`config.mk`:
```
export PLATFORM = sky130hd
export DESIGN_NAME = fird_front
export DESIGN_NICKNAME = d
export VERILOG_FILES = /design/src/rtl/fird_pkg.sv /design/src/rtl/fird_front.sv
export SDC_FILE = /design/constraint.sdc
export NUM_CORES = 1
export LEC_CHECK = 0
export CORE_MARGIN = 2
export CORE_UTILIZATION = 50
export CTS_CLUSTER_DIAMETER = 80
export DETAILED_ROUTE_END_ITERATION = 8
export DONT_BUFFER_PORTS = 1
export MAX_ROUTING_LAYER = met4
export PLACE_DENSITY_LB_ADDON = 0.15
export SYNTH_ARGS = -nofsm -noshare
export SYNTH_HDL_FRONTEND = slang
export SYNTH_SLANG_ARGS = --single-unit
```
`constraint.sdc`:
```
create_clock -name clock -period 4.3 [get_ports clock]
set_input_delay 0.43 -clock clock [delete_from_list [all_inputs] [get_ports clock]]
set_output_delay 0.43 -clock clock [all_outputs]
set_load 0.02 [all_outputs]
```
`src/rtl/fird_pkg.sv`:
```
// Shared definitions for the decimating FIR filter: widths, codes, queue entry
// and status types, and the helpers that clamp the configuration registers.
// No dependencies.
package fird_pkg;

   // Storage and arithmetic widths.
   localparam int MAX_TAPS    = 1024;
   localparam int ADDR_W      = $clog2(MAX_TAPS);
   localparam int TAPS_W      = ADDR_W + 1;
   localparam int SAMPLE_BITS = 16;
   localparam int COEF_BITS   = 16;
   localparam int COEF_FRAC   = 15;
   localparam int PROD_W      = SAMPLE_BITS + COEF_BITS;
   localparam int ACC_W       = PROD_W + ADDR_W;

   // Decimation ratio limits.
   localparam int RATIO_W   = 5;
   localparam int RATIO_MAX = 16;
   localparam int PHASE_W   = 4;

   // Configuration port.
   localparam int CSR_IDX_W  = 1;
   localparam int CSR_DATA_W = TAPS_W;
   localparam logic [CSR_IDX_W-1:0] CSR_RATIO = 1'b0;
   localparam logic [CSR_IDX_W-1:0] CSR_TAPS  = 1'b1;
   localparam logic [RATIO_W-1:0]   RATIO_RESET = RATIO_W'(5);
   localparam logic [TAPS_W-1:0]    TAPS_RESET  = TAPS_W'(565);

   // Request operation codes.
   localparam logic OP_SAMPLE = 1'b0;
   localparam logic OP_LOAD   = 1'b1;

   // Queue between the front and back ends.
   localparam int QUEUE_DEPTH = 2;
   localparam int QPTR_W      = $clog2(QUEUE_DEPTH);
   localparam int QCNT_W      = $clog2(QUEUE_DEPTH + 1);

   // Rounding and saturation constants at accumulator width.
   localparam logic signed [ACC_W-1:0] ROUND_HALF = ACC_W'(2 ** (COEF_FRAC - 1));
   localparam logic signed [ACC_W-1:0] SAT_MAX    = ACC_W'(2 ** (SAMPLE_BITS - 1) - 1);
   localparam logic signed [ACC_W-1:0] SAT_MIN    = -ACC_W'(2 ** (SAMPLE_BITS - 1));

   // One classified request as passed to the back end.
   typedef struct packed {
      logic                          op;
      logic [ADDR_W-1:0]             addr;
      logic signed [SAMPLE_BITS-1:0] value;
      logic                          fire;
      logic [ADDR_W-1:0]             start_pos;
   } q_entry_type;

   // Back-end status seen by the rest of the block.
   typedef struct packed {
      logic clearing;
      logic busy;
   } back_status_type;

   // Ratio of zero acts as one; above the maximum acts as the maximum.
   function automatic logic [RATIO_W-1:0] eff_ratio(input logic [RATIO_W-1:0] r);
      logic [RATIO_W-1:0] res;
      res = r;
      if (r == '0) begin
         res = RATIO_W'(1);
      end else if (r > RATIO_W'(RATIO_MAX)) begin
         res = RATIO_W'(RATIO_MAX);
      end
      return res;
   endfunction

   // Tap count of zero acts as one; above the store depth acts as the depth.
   function automatic logic [TAPS_W-1:0] eff_taps(input logic [TAPS_W-1:0] t);
      logic [TAPS_W-1:0] res;
      res = t;
      if (t == '0) begin
         res = TAPS_W'(1);
      end else if (t > TAPS_W'(MAX_TAPS)) begin
         res = TAPS_W'(MAX_TAPS);
      end
      return res;
   endfunction

endpackage

```
`src/rtl/fird_front.sv`:
```
// Front end of the decimating FIR filter: accepts requests, tracks the ring
// write position and the decimation phase, and pushes classified entries.
// Depends on fird_pkg.
module fird_front
   import fird_pkg::*;
(
   input  logic                          clock,
   input  logic                          reset,
   input  logic                          req_valid,
   output logic                          req_stall,
   input  logic                          req_operation,
   input  logic [ADDR_W-1:0]             req_coef_index,
   input  logic signed [SAMPLE_BITS-1:0] req_value,
   input  logic [RATIO_W-1:0]            ratio_eff,
   input  logic [TAPS_W-1:0]             taps_eff,
   input  logic                          queue_full,
   input  back_status_type               back_status,
   output logic                          push,
   output q_entry_type                   entry
);

   logic [ADDR_W-1:0]  wp_ff, wp_in;
   logic [PHASE_W-1:0] phase_ff, phase_in;
   logic [ADDR_W-1:0]  pos;
   logic [TAPS_W-1:0]  pos_inc;
   logic [ADDR_W-1:0]  next_pos;
   logic [RATIO_W-1:0] phase_inc;
   logic               due;

   // Requests wait while the queue is full or the stores are being cleared.
   assign req_stall = queue_full | back_status.clearing;
   assign push      = req_valid & ~req_stall;

   // Work out where a sample lands and whether it completes an output.
   always_comb begin
      pos       = (TAPS_W'(wp_ff) < taps_eff) ? wp_ff : '0;
      pos_inc   = TAPS_W'(pos) + TAPS_W'(1);
      next_pos  = (pos_inc >= taps_eff) ? '0 : pos_inc[ADDR_W-1:0];
      phase_inc = RATIO_W'(phase_ff) + RATIO_W'(1);
      due       = (phase_inc >= ratio_eff);

      entry.op        = req_operation;
      entry.addr      = (req_operation == OP_LOAD) ? req_coef_index : pos;
      entry.value     = req_value;
      entry.fire      = (req_operation == OP_SAMPLE) & due;
      entry.start_pos = next_pos;

      wp_in    = wp_ff;
      phase_in = phase_ff;
      if (push && (req_operation == OP_SAMPLE)) begin
         wp_in    = next_pos;
         phase_in = due ? '0 : phase_inc[PHASE_W-1:0];
      end
   end

   // Position and phase registers.
   always_ff @(posedge clock) begin
      if (reset) begin
         wp_ff    <= '0;
         phase_ff <= '0;
      end else begin
         wp_ff    <= wp_in;
         phase_ff <= phase_in;
      end
   end

endmodule

```
==> impl_results.md <==
* Commonest cells in the netlist: 29 x nand2_1, 27 x ha_1, 20 x nor2_1
* Yosys reg bits at 14
* Fmax at about 240 MHz
* Setup tns final at 0 ns
* Fin. max-slew vios at 0
* Pin count of the biggest net entering global routing at 23
* Layout cell share with drive strength beyond 1 at a little under a quarter
* Peak VDD IR at around 0.22 mV
* Slowest CP cell: dfxtp_2
* Dpl hpwl at roughly 3.3 mm
* First-pass iteration count of the detailed router at 4
* Overflow after GRT at 0
* Die Area at around 4000 sq um
* Data arrival time of the critical path at ~3.8 ns
* Count leader, synth: nand2_1
* I/O pin count at between 80 and 90
* Finished Cell Area at 1930 sq um
* Yosys top cell area share at around a fifth
* Synthesized cell area at roughly 1800 sq um
* Unique masters post-synth at 39
* # setup viols final at 0
* Number of cell rows at 21
* Hold-fix buffers at CTS at 0
* FF-to-FF setup slack at slightly above 0.5 ns
* Post-synthesis average cell area at about 7.4 sq um
* RD Place Congestion at around 0.87
* Deepest clock path buffer count at 2
* Critical-path cell list: ha_1 > a21o_1 > a21o_1 > a32oi_2 > and3_4 > ha_4 > nand2_4 > nor2_4 > xnor2_2 > nor2_1 > ha_1 > buf_4 > o211ai_1 > o21ai_0 > o21ai_0 > a21oi_2 > buf_4 > nor3_2 > buf_4
* Top_reg_cell synth: dfxtp_1
* Crit path time final at about 4.2 ns
* Fin. Hold Viols at 0
* First-pass GRT wire length at between 6 and 7 mm
* Via Count at 1593
* Syn nets at ~310
* Final Routed Wirelength at 4.27 mm
* Clock latency on the worst-skew pair at approximately 0.27 ns
* Post-synth EDFFs at 0
* Iter 0 DRT Violations at between 70 and 80
* Nets at between 300 and 400
* Pwr Density at around 130 nW/um^2
* DRC violations left at 0
* Synth area leaders: ha_1 19%, dfxtp_1 16%, buf_4 7.3%
* # diodes at 0
* Final period util at a little over nine tenths
* Buffers & Inverters on Critical Path at 3
* Synth-to-layout area growth at 10.0%
* Crit start category: flip-flop
* Critical Path RT at about 3.9 ns
* Clock skew at ~0.0021 ns
* Status: finished clean
* Critical path's most frequent cell: buf_4
* Synth Instances at 236
* CTS tree: yes
* Detail Route Antenna Nets at 0
* Vias per std cell at around 5.7
* Rel. slew slack at around half
* Mean routed wirelength per cell at about 15 microns
* Async set-reset flop share out of synthesis at 0%
* Hold WC Path Type: input pin to flip-flop
* Clock transition at the registers of the reported paths at 0.08 ns
* CP Class: flip-flop to output pin
* Post-synthesis sequential area ratio at 16.0%
* Die X at between 60 and 70 microns
* Crit. End Element: output pin
* Initial Utilization at between 50% and 60%
* GRT Overall Usage at a little over a fifth
* Largest delay share family, worst path: compound AO/OA/AOI/OAI gates
* Yosys warns at 0
* Max-cap viol count at 0
* Leakage at 0.980 nW
* Initial antenna violation count at 0
* CP max FO at 4
* CTS Buf Count at 3
* Tot Pwr at approximately 0.00025 W
* Clk sink count at 14
* Post-synth top area cell: ha_1
* DIE HEIGHT at 63.3 microns
* Vias in the first global route at about 1500
* Port buffer count at 0
* Least-Margin Pin Slew at approximately 0.75 ns
* Slowest Stage Delay on Critical Path at 0.33 ns
* Core area at around 3400 sq um
* DP Area at approximately 1800 sq um
* CTS root buffer: clkbuf_4
* H-tree depth at 1
[cells in the final DEF (no fill, tap or decap), types with 3 or more instances in the layout]
| master | count |
|---|---|
| nor3_4 | 3 |
| xnor2_1 | 5 |
| o21ai_0 | 12 |
| clkbuf_4 | 3 |
| nand3_1 | 7 |
| dfxtp_2 | 6 |
| ha_1 | 26 |
| nor2_1 | 18 |
| a21o_1 | 11 |
| a21oi_1 | 10 |
| dfxtp_1 | 8 |
| nand2_1 | 28 |
| nor3_1 | 3 |
| buf_6 | 4 |
| buf_4 | 15 |
| nor3b_1 | 9 |
| nor3_2 | 3 |
| nand3b_1 | 3 |
| inv_1 | 16 |
| nor2b_1 | 4 |
[logic make-up after synthesis]
group | share of synthesized area [%]
adders and majority gates | 19.2
and+or+nand+nor | 28.7
buffers and inverters | 13.0
AOI/OAI and AO/OA | 16.9
xor gates and xnor gates | 4.99
DFF | 16.0
muxes | 1.28
[final timing paths]
| check | start | to | depth (start not counted) |
|---|---|---|---|
| max | wp_ff[8]$_SDFFE_PP0P_ | entry[9] | 19 |
| min | reset | phase_ff[1]$_SDFFE_PP0P_ | 1 |
| max reg2reg | wp_ff[8]$_SDFFE_PP0P_ | wp_ff[2]$_SDFFE_PP0P_ | 17 |
| min reg2reg | phase_ff[1]$_SDFFE_PP0P_ | phase_ff[1]$_SDFFE_PP0P_ | 2 |
[registers in the layout, summed over array words and instances, names as in the netlist]
| register | flops |
|---|---|
| phase_ff | 4 |
| wp_ff | 10 |
[per-layer routing]
layer | vias to the layer above | routed length (microns) | global-route usage (%)
met5 | - | 0 | -
met4 | 0 | 4 | 3.26
met3 | 2 | 402 | 6.07
met2 | 71 | 2030 | 35.1
met1 | 728 | 1840 | 26.1
li1 | 792 | - | -
[through the flow]
| step | util [%] | hold slack [ns] | setup WS (ns) | std cells |
|---|---|---|---|---|
| after global routing | 57.4 | 0.198 | -0.0339 | 278 |
| after detailed placement | 52.6 | 0.457 | 0.152 | 272 |
| after global placement | 52.6 | 0.453 | 0.216 | 272 |
| after floorplan | - | 0.449 | 0.257 | 236 |
| final | 57.4 | 0.213 | 0.113 | 278 |
| after CTS | 53.3 | 0.205 | 0.0121 | 275 |
[area by class of cell]
class                   instances  area, sq um
clock buffers                   3         22.5
fillers                       358         1430
inverters                      17         63.8
multi-input cells             179         1340
flip-flops and latches         14          288
well taps                      46         57.6
repair buffers                 19          158
[power by group]
part | switching, W | internal, W
Clock | 0.0000405 | 0.0000324
Sequential | 0.000000943 | 0.000130
Combinational | 0.0000290 | 0.0000163
[timing repair]
action | CTS | global route
endpoints found under the setup margin | 0 | 10
resized for setup | 0 | 28
buffers inserted | 0 | 3
No activity file was read; power rests on OpenSTA's default activity.
