File: src/rtl/fird_pkg.sv
// Shared definitions for the decimating FIR filter: widths, codes, queue entry
// and status types, and the helpers that clamp the configuration registers.
// No dependencies.
package fird_pkg;

   // Storage and arithmetic widths.
   localparam int MAX_TAPS    = 1024;
   localparam int ADDR_W      = $clog2(MAX_TAPS);
   localparam int TAPS_W      = ADDR_W + 1;
   localparam int SAMPLE_BITS = 16;
   localparam int COEF_BITS   = 16;
   localparam int COEF_FRAC   = 15;
   localparam int PROD_W      = SAMPLE_BITS + COEF_BITS;
   localparam int ACC_W       = PROD_W + ADDR_W;

   // Decimation ratio limits.
   localparam int RATIO_W   = 5;
   localparam int RATIO_MAX = 16;
   localparam int PHASE_W   = 4;

   // Configuration port.
   localparam int CSR_IDX_W  = 1;
   localparam int CSR_DATA_W = TAPS_W;
   localparam logic [CSR_IDX_W-1:0] CSR_RATIO = 1'b0;
   localparam logic [CSR_IDX_W-1:0] CSR_TAPS  = 1'b1;
   localparam logic [RATIO_W-1:0]   RATIO_RESET = RATIO_W'(5);
   localparam logic [TAPS_W-1:0]    TAPS_RESET  = TAPS_W'(565);

   // Request operation codes.
   localparam logic OP_SAMPLE = 1'b0;
   localparam logic OP_LOAD   = 1'b1;

   // Queue between the front and back ends.
   localparam int QUEUE_DEPTH = 2;
   localparam int QPTR_W      = $clog2(QUEUE_DEPTH);
   localparam int QCNT_W      = $clog2(QUEUE_DEPTH + 1);

   // Rounding and saturation constants at accumulator width.
   localparam logic signed [ACC_W-1:0] ROUND_HALF = ACC_W'(2 ** (COEF_FRAC - 1));
   localparam logic signed [ACC_W-1:0] SAT_MAX    = ACC_W'(2 ** (SAMPLE_BITS - 1) - 1);
   localparam logic signed [ACC_W-1:0] SAT_MIN    = -ACC_W'(2 ** (SAMPLE_BITS - 1));

   // One classified request as passed to the back end.
   typedef struct packed {
      logic                          op;
      logic [ADDR_W-1:0]             addr;
      logic signed [SAMPLE_BITS-1:0] value;
      logic                          fire;
      logic [ADDR_W-1:0]             start_pos;
   } q_entry_type;

   // Back-end status seen by the rest of the block.
   typedef struct packed {
      logic clearing;
      logic busy;
   } back_status_type;

   // Ratio of zero acts as one; above the maximum acts as the maximum.
   function automatic logic [RATIO_W-1:0] eff_ratio(input logic [RATIO_W-1:0] r);
      logic [RATIO_W-1:0] res;
      res = r;
      if (r == '0) begin
         res = RATIO_W'(1);
      end else if (r > RATIO_W'(RATIO_MAX)) begin
         res = RATIO_W'(RATIO_MAX);
      end
      return res;
   endfunction

   // Tap count of zero acts as one; above the store depth acts as the depth.
   function automatic logic [TAPS_W-1:0] eff_taps(input logic [TAPS_W-1:0] t);
      logic [TAPS_W-1:0] res;
      res = t;
      if (t == '0) begin
         res = TAPS_W'(1);
      end else if (t > TAPS_W'(MAX_TAPS)) begin
         res = TAPS_W'(MAX_TAPS);
      end
      return res;
   endfunction

endpackage

File: src/rtl/fird_queue.sv
// Short first-in first-out queue that decouples the front and back ends.
// Depends on fird_pkg.
module fird_queue
   import fird_pkg::*;
(
   input  logic        clock,
   input  logic        reset,
   input  logic        push,
   input  q_entry_type push_entry,
   input  logic        pop,
   output q_entry_type pop_entry,
   output logic        full,
   output logic        empty
);

   q_entry_type       slot_ff [QUEUE_DEPTH];
   logic [QPTR_W-1:0] wr_ptr_ff, wr_ptr_in;
   logic [QPTR_W-1:0] rd_ptr_ff, rd_ptr_in;
   logic [QCNT_W-1:0] count_ff, count_in;

   assign full      = (count_ff == QCNT_W'(QUEUE_DEPTH));
   assign empty     = (count_ff == '0);
   assign pop_entry = slot_ff[rd_ptr_ff];

   // Pointer and occupancy update.
   always_comb begin
      wr_ptr_in = wr_ptr_ff;
      rd_ptr_in = rd_ptr_ff;
      count_in  = count_ff;
      if (push) begin
         wr_ptr_in = (wr_ptr_ff == QPTR_W'(QUEUE_DEPTH - 1)) ? '0 : wr_ptr_ff + QPTR_W'(1);
      end
      if (pop) begin
         rd_ptr_in = (rd_ptr_ff == QPTR_W'(QUEUE_DEPTH - 1)) ? '0 : rd_ptr_ff + QPTR_W'(1);
      end
      if (push && !pop) begin
         count_in = count_ff + QCNT_W'(1);
      end else if (pop && !push) begin
         count_in = count_ff - QCNT_W'(1);
      end
   end

   always_ff @(posedge clock) begin
      if (reset) begin
         wr_ptr_ff <= '0;
         rd_ptr_ff <= '0;
         count_ff  <= '0;
      end else begin
         wr_ptr_ff <= wr_ptr_in;
         rd_ptr_ff <= rd_ptr_in;
         count_ff  <= count_in;
      end
   end

   // Entry storage; no reset needed for payload.
   always_ff @(posedge clock) begin
      if (push) begin
         slot_ff[wr_ptr_ff] <= push_entry;
      end
   end

endmodule

File: config.mk
export PLATFORM = sky130hd
export DESIGN_NAME = fird_queue
export DESIGN_NICKNAME = d
export VERILOG_FILES = /design/src/rtl/fird_pkg.sv /design/src/rtl/fird_queue.sv
export SDC_FILE = /design/constraint.sdc
export NUM_CORES = 1
export LEC_CHECK = 0
export ABC_CLOCK_PERIOD_IN_PS = 2500
export BUFFER_PORTS_ARGS = -buffer_cell sky130_fd_sc_hd__clkbuf_2
export CAP_MARGIN = 40
export CORE_ASPECT_RATIO = 0.5
export CORE_UTILIZATION = 48
export CTS_BUF_LIST = sky130_fd_sc_hd__clkbuf_8
export CTS_CLUSTER_DIAMETER = 50
export DETAILED_ROUTE_END_ITERATION = 12
export PLACE_DENSITY = 0.77
export SLEW_MARGIN = 10
export SYNTH_ARGS = -nofsm -noshare
export SYNTH_HDL_FRONTEND = slang
export SYNTH_SLANG_ARGS = --single-unit
export TNS_END_PERCENT = 100
File: constraint.sdc
create_clock -name clock -period 2.5 [get_ports clock]
set_input_delay 0.5 -clock clock [delete_from_list [all_inputs] [get_ports clock]]
set_output_delay 0.5 -clock clock [all_outputs]
set_load 0.01 [all_outputs]
==> impl_metrics.env <==
export IMPL_status="complete, no violations"
export IMPL_htreeDepth=3
export IMPL_synth_compound_area_share_pct=0.339
export IMPL_syn_inst=140
export IMPL_nFillCells=429
export IMPL_rsz0062_at_grt="false"
export IMPL_relSlewSlack_pct=65.7
export IMPL_tightest_slew_ps=515
export IMPL_vias=1495
export IMPL_io_pins=82
export IMPL_die_area_um2=6490
export IMPL_hold_buffers=0
export IMPL_core_um2=5710
export IMPL_yosys_area_share_simple_pct=1.57
export IMPL_hpwlAfterDp_mm=3.25
export IMPL_start_kind="flip-flop"
export IMPL_cts_setup_buffers=0
export IMPL_diodes=0
export IMPL_cts_buffers=9
export IMPL_syn_avg_cell_area_um2=21.1
export IMPL_yosys_area_share_adder_pct=0.424
export IMPL_clk_pin_slew_ps=80
export IMPL_dr_max_layer_used="met4"
export IMPL_synth_area_um2=2950
export IMPL_total_power_mw=2.87
export IMPL_p_switching_mw=0.635
export IMPL_synth_cell_types=17
export IMPL_clock_skew_final_ps=11.8
export IMPL_synth_warnings=0
export IMPL_regArea_um2=2380
export IMPL_critPathRequiredTime_ps=2000
export IMPL_swShare_pct=22.2
export IMPL_grt_usage_pct=15.5
export IMPL_finalHoldViolations=0
export IMPL_antenna_found_initial=0
export IMPL_finalCritPeriodShare_pct=83.3
export IMPL_path_class="reg2out"
export IMPL_rows=19
export IMPL_cts_sinks=81
export IMPL_path_cells="buf_12, mux2_2, clkbuf_2"
export IMPL_stdcell_area_um2=3670
export IMPL_drv_cap=0
export IMPL_timing_hold_worst_class="in2reg"
export IMPL_cts_resized=0
export IMPL_syn_nets=183
export IMPL_antenna_left=0
export IMPL_pwr_share_seq_pct=56.2
export IMPL_via_per_inst=4.84
export IMPL_ys_seq_area_share_pct=80.7
export IMPL_peakVddDrop_mv=0.341
export IMPL_hold_ws_ps=350
export IMPL_place_congestion=0.654
export IMPL_p_per_area_nw_per_um2=780
export IMPL_grt_pass1_vias=1623
export IMPL_met1Wirelength_mm=1.83
export IMPL_intPower_mw=2.23
export IMPL_wl_met3_um=181
export IMPL_p_clk_share_pct=32.4
export IMPL_grt_max_degree=39
export IMPL_portBuffers=81
export IMPL_cpMaxStageDelayCell="dfxtp_2"
export IMPL_endpoint_kind="output pin"
export IMPL_arrival_ps=1580
export IMPL_nets=274
export IMPL_start_util_pct=51.8
export IMPL_grt_pass1_wl_mm=7.30
export IMPL_finalCriticalPeriod_ps=2080
export IMPL_setup_viol=0
export IMPL_clk_latency_ps=330
export IMPL_utilization_pct=64.4
export IMPL_dieWidth_um=113
export IMPL_die_y_um=57.5
export IMPL_power_leakage_nw=1.42
export IMPL_p_comb_share_pct=11.5
export IMPL_firstDrtPassIters=6
export IMPL_ys_ff_latch=81
export IMPL_drt_initial_drc_count=52
export IMPL_maxSlewViolCount=0
export IMPL_multi_input_area_um2=541
export IMPL_synth_top_family_by_area="multiplexers"
export IMPL_fmax_mhz=480
export IMPL_wl_per_cell_um=15.3
export IMPL_synthMuxAreaShare_pct=14.5
export IMPL_clockBufferDepth=2
export IMPL_path_max_fanout=28
export IMPL_grt_overflow_total=0
export IMPL_wl_met2_mm=2.67
export IMPL_synth_xor_area_share_pct=1.19
export IMPL_drc_errors=0
export IMPL_cts_tree="done"
export IMPL_drive_above_1_share_pct=60.2
export IMPL_crit_path_max_incr_delay_ps=510
export IMPL_fin_setup_tns_ps=0
export IMPL_place_area_um2=3470
export IMPL_area_growth_pct=24.4
export IMPL_wl_mm=4.72
export IMPL_clockRootBuffer="clkbuf_8"
[metrics by stage]
stage          setup slack [ps]  cells
5_1_grt                     350    309
2_1_floorplan               565    140
3_3_place_gp                781    293
6_report                    417    309
3_5_place_dp                770    293
4_1_cts                     381    309
[worst paths after layout]
path / start / endpoint / slack, ps / depth (start not counted)
max: flip-flop / pop_entry[27] / 420 / 3
min: push_entry[17] / slot_ff[1][17]$_DFFE_PP_ / 350 / 1
max reg2reg: wr_ptr_ff$_SDFFE_PP0P_ / slot_ff[1][37]$_DFFE_PP_ / 1050 / 2
min reg2reg: rd_ptr_ff$_SDFFE_PP0P_ / rd_ptr_ff$_SDFFE_PP0P_ / 530 / 2
[cells in the mapped netlist (all sizes together)]
master  number  area (um^2)
dfxtp        5          100
nor2b        1         6.26
inv          1         3.75
xor2         2         17.5
and2b        1         8.76
edfxtp      76         2280
mux2        38          428
and2         1         6.26
or3          1         6.26
nor2         5         18.8
o21ai        1         5.00
a21oi        1         5.00
buf          4         35.0
xnor2        2         17.5
ha           1         12.5
[kinds of logic (layout without fill, tap and decap cells)]
family          after synthesis  after routing
compound gates                2              2
xor+xnor                      4              4
fa+ha+maj                     1              1
buf+inv                       5            101
flops                        81             81
mux                          38             38
simple gates                  9              9
[per-layer routing]
metal	global-route usage, %	vias up
met5	0	-
met2	29.3	34
met1	16.1	727
met4	6.58	0
li1	-	729
met3	5.21	5
[flip-flops by register name, summed over array words and instances (netlist names), named ones only]
signal and count:
slot_ff 76, wr_ptr_ff 1, rd_ptr_ff 1, count_ff 2
[cell type report]
type | count | area share, %
Inverter | 1 | 0.102
Clock inverter | 6 | 1.77
Multi-Input combinational cell | 54 | 14.7
Timing Repair Buffer | 84 | 12.3
Clock buffer | 10 | 3.75
Sequential cell | 81 | 64.9
Tap cell | 73 | 2.49
[critical path: cells and delay by family, from the launching register on]
family | cells | cell delay (ps)
flops | 1 | 510
buf+inv | 2 | 370
mux | 1 | 360
[layout by cell type (no fill, tap or decap)]
| master | n |
|---|---|
| or3_1 | 1 |
| and2_2 | 1 |
| nor2_1 | 5 |
| dfxtp_1 | 4 |
| and2b_2 | 1 |
| bufinv_16 | 1 |
| clkinv_2 | 2 |
| clkbuf_8 | 10 |
| a21oi_1 | 1 |
| xor2_1 | 2 |
| buf_12 | 2 |
| nor2b_4 | 1 |
| dfxtp_2 | 1 |
| ha_1 | 1 |
| clkinv_4 | 1 |
| edfxtp_1 | 76 |
| clkinvlp_4 | 1 |
| xnor2_1 | 2 |
| inv_6 | 1 |
| mux2_2 | 38 |
| inv_1 | 1 |
| o21ai_0 | 1 |
| buf_4 | 1 |
| clkbuf_2 | 81 |
[power by group through the flow]
stage	combinational (mW)	clock [mW]	sequential, mW
floorplan	0.198	0	1.63
global placement	0.327	0	1.63
detailed placement	0.335	0	1.64
CTS	0.336	0.954	1.61
global route	0.357	1.01	1.62
finish	0.329	0.928	1.61
No activity file was read; power rests on OpenSTA's default activity.
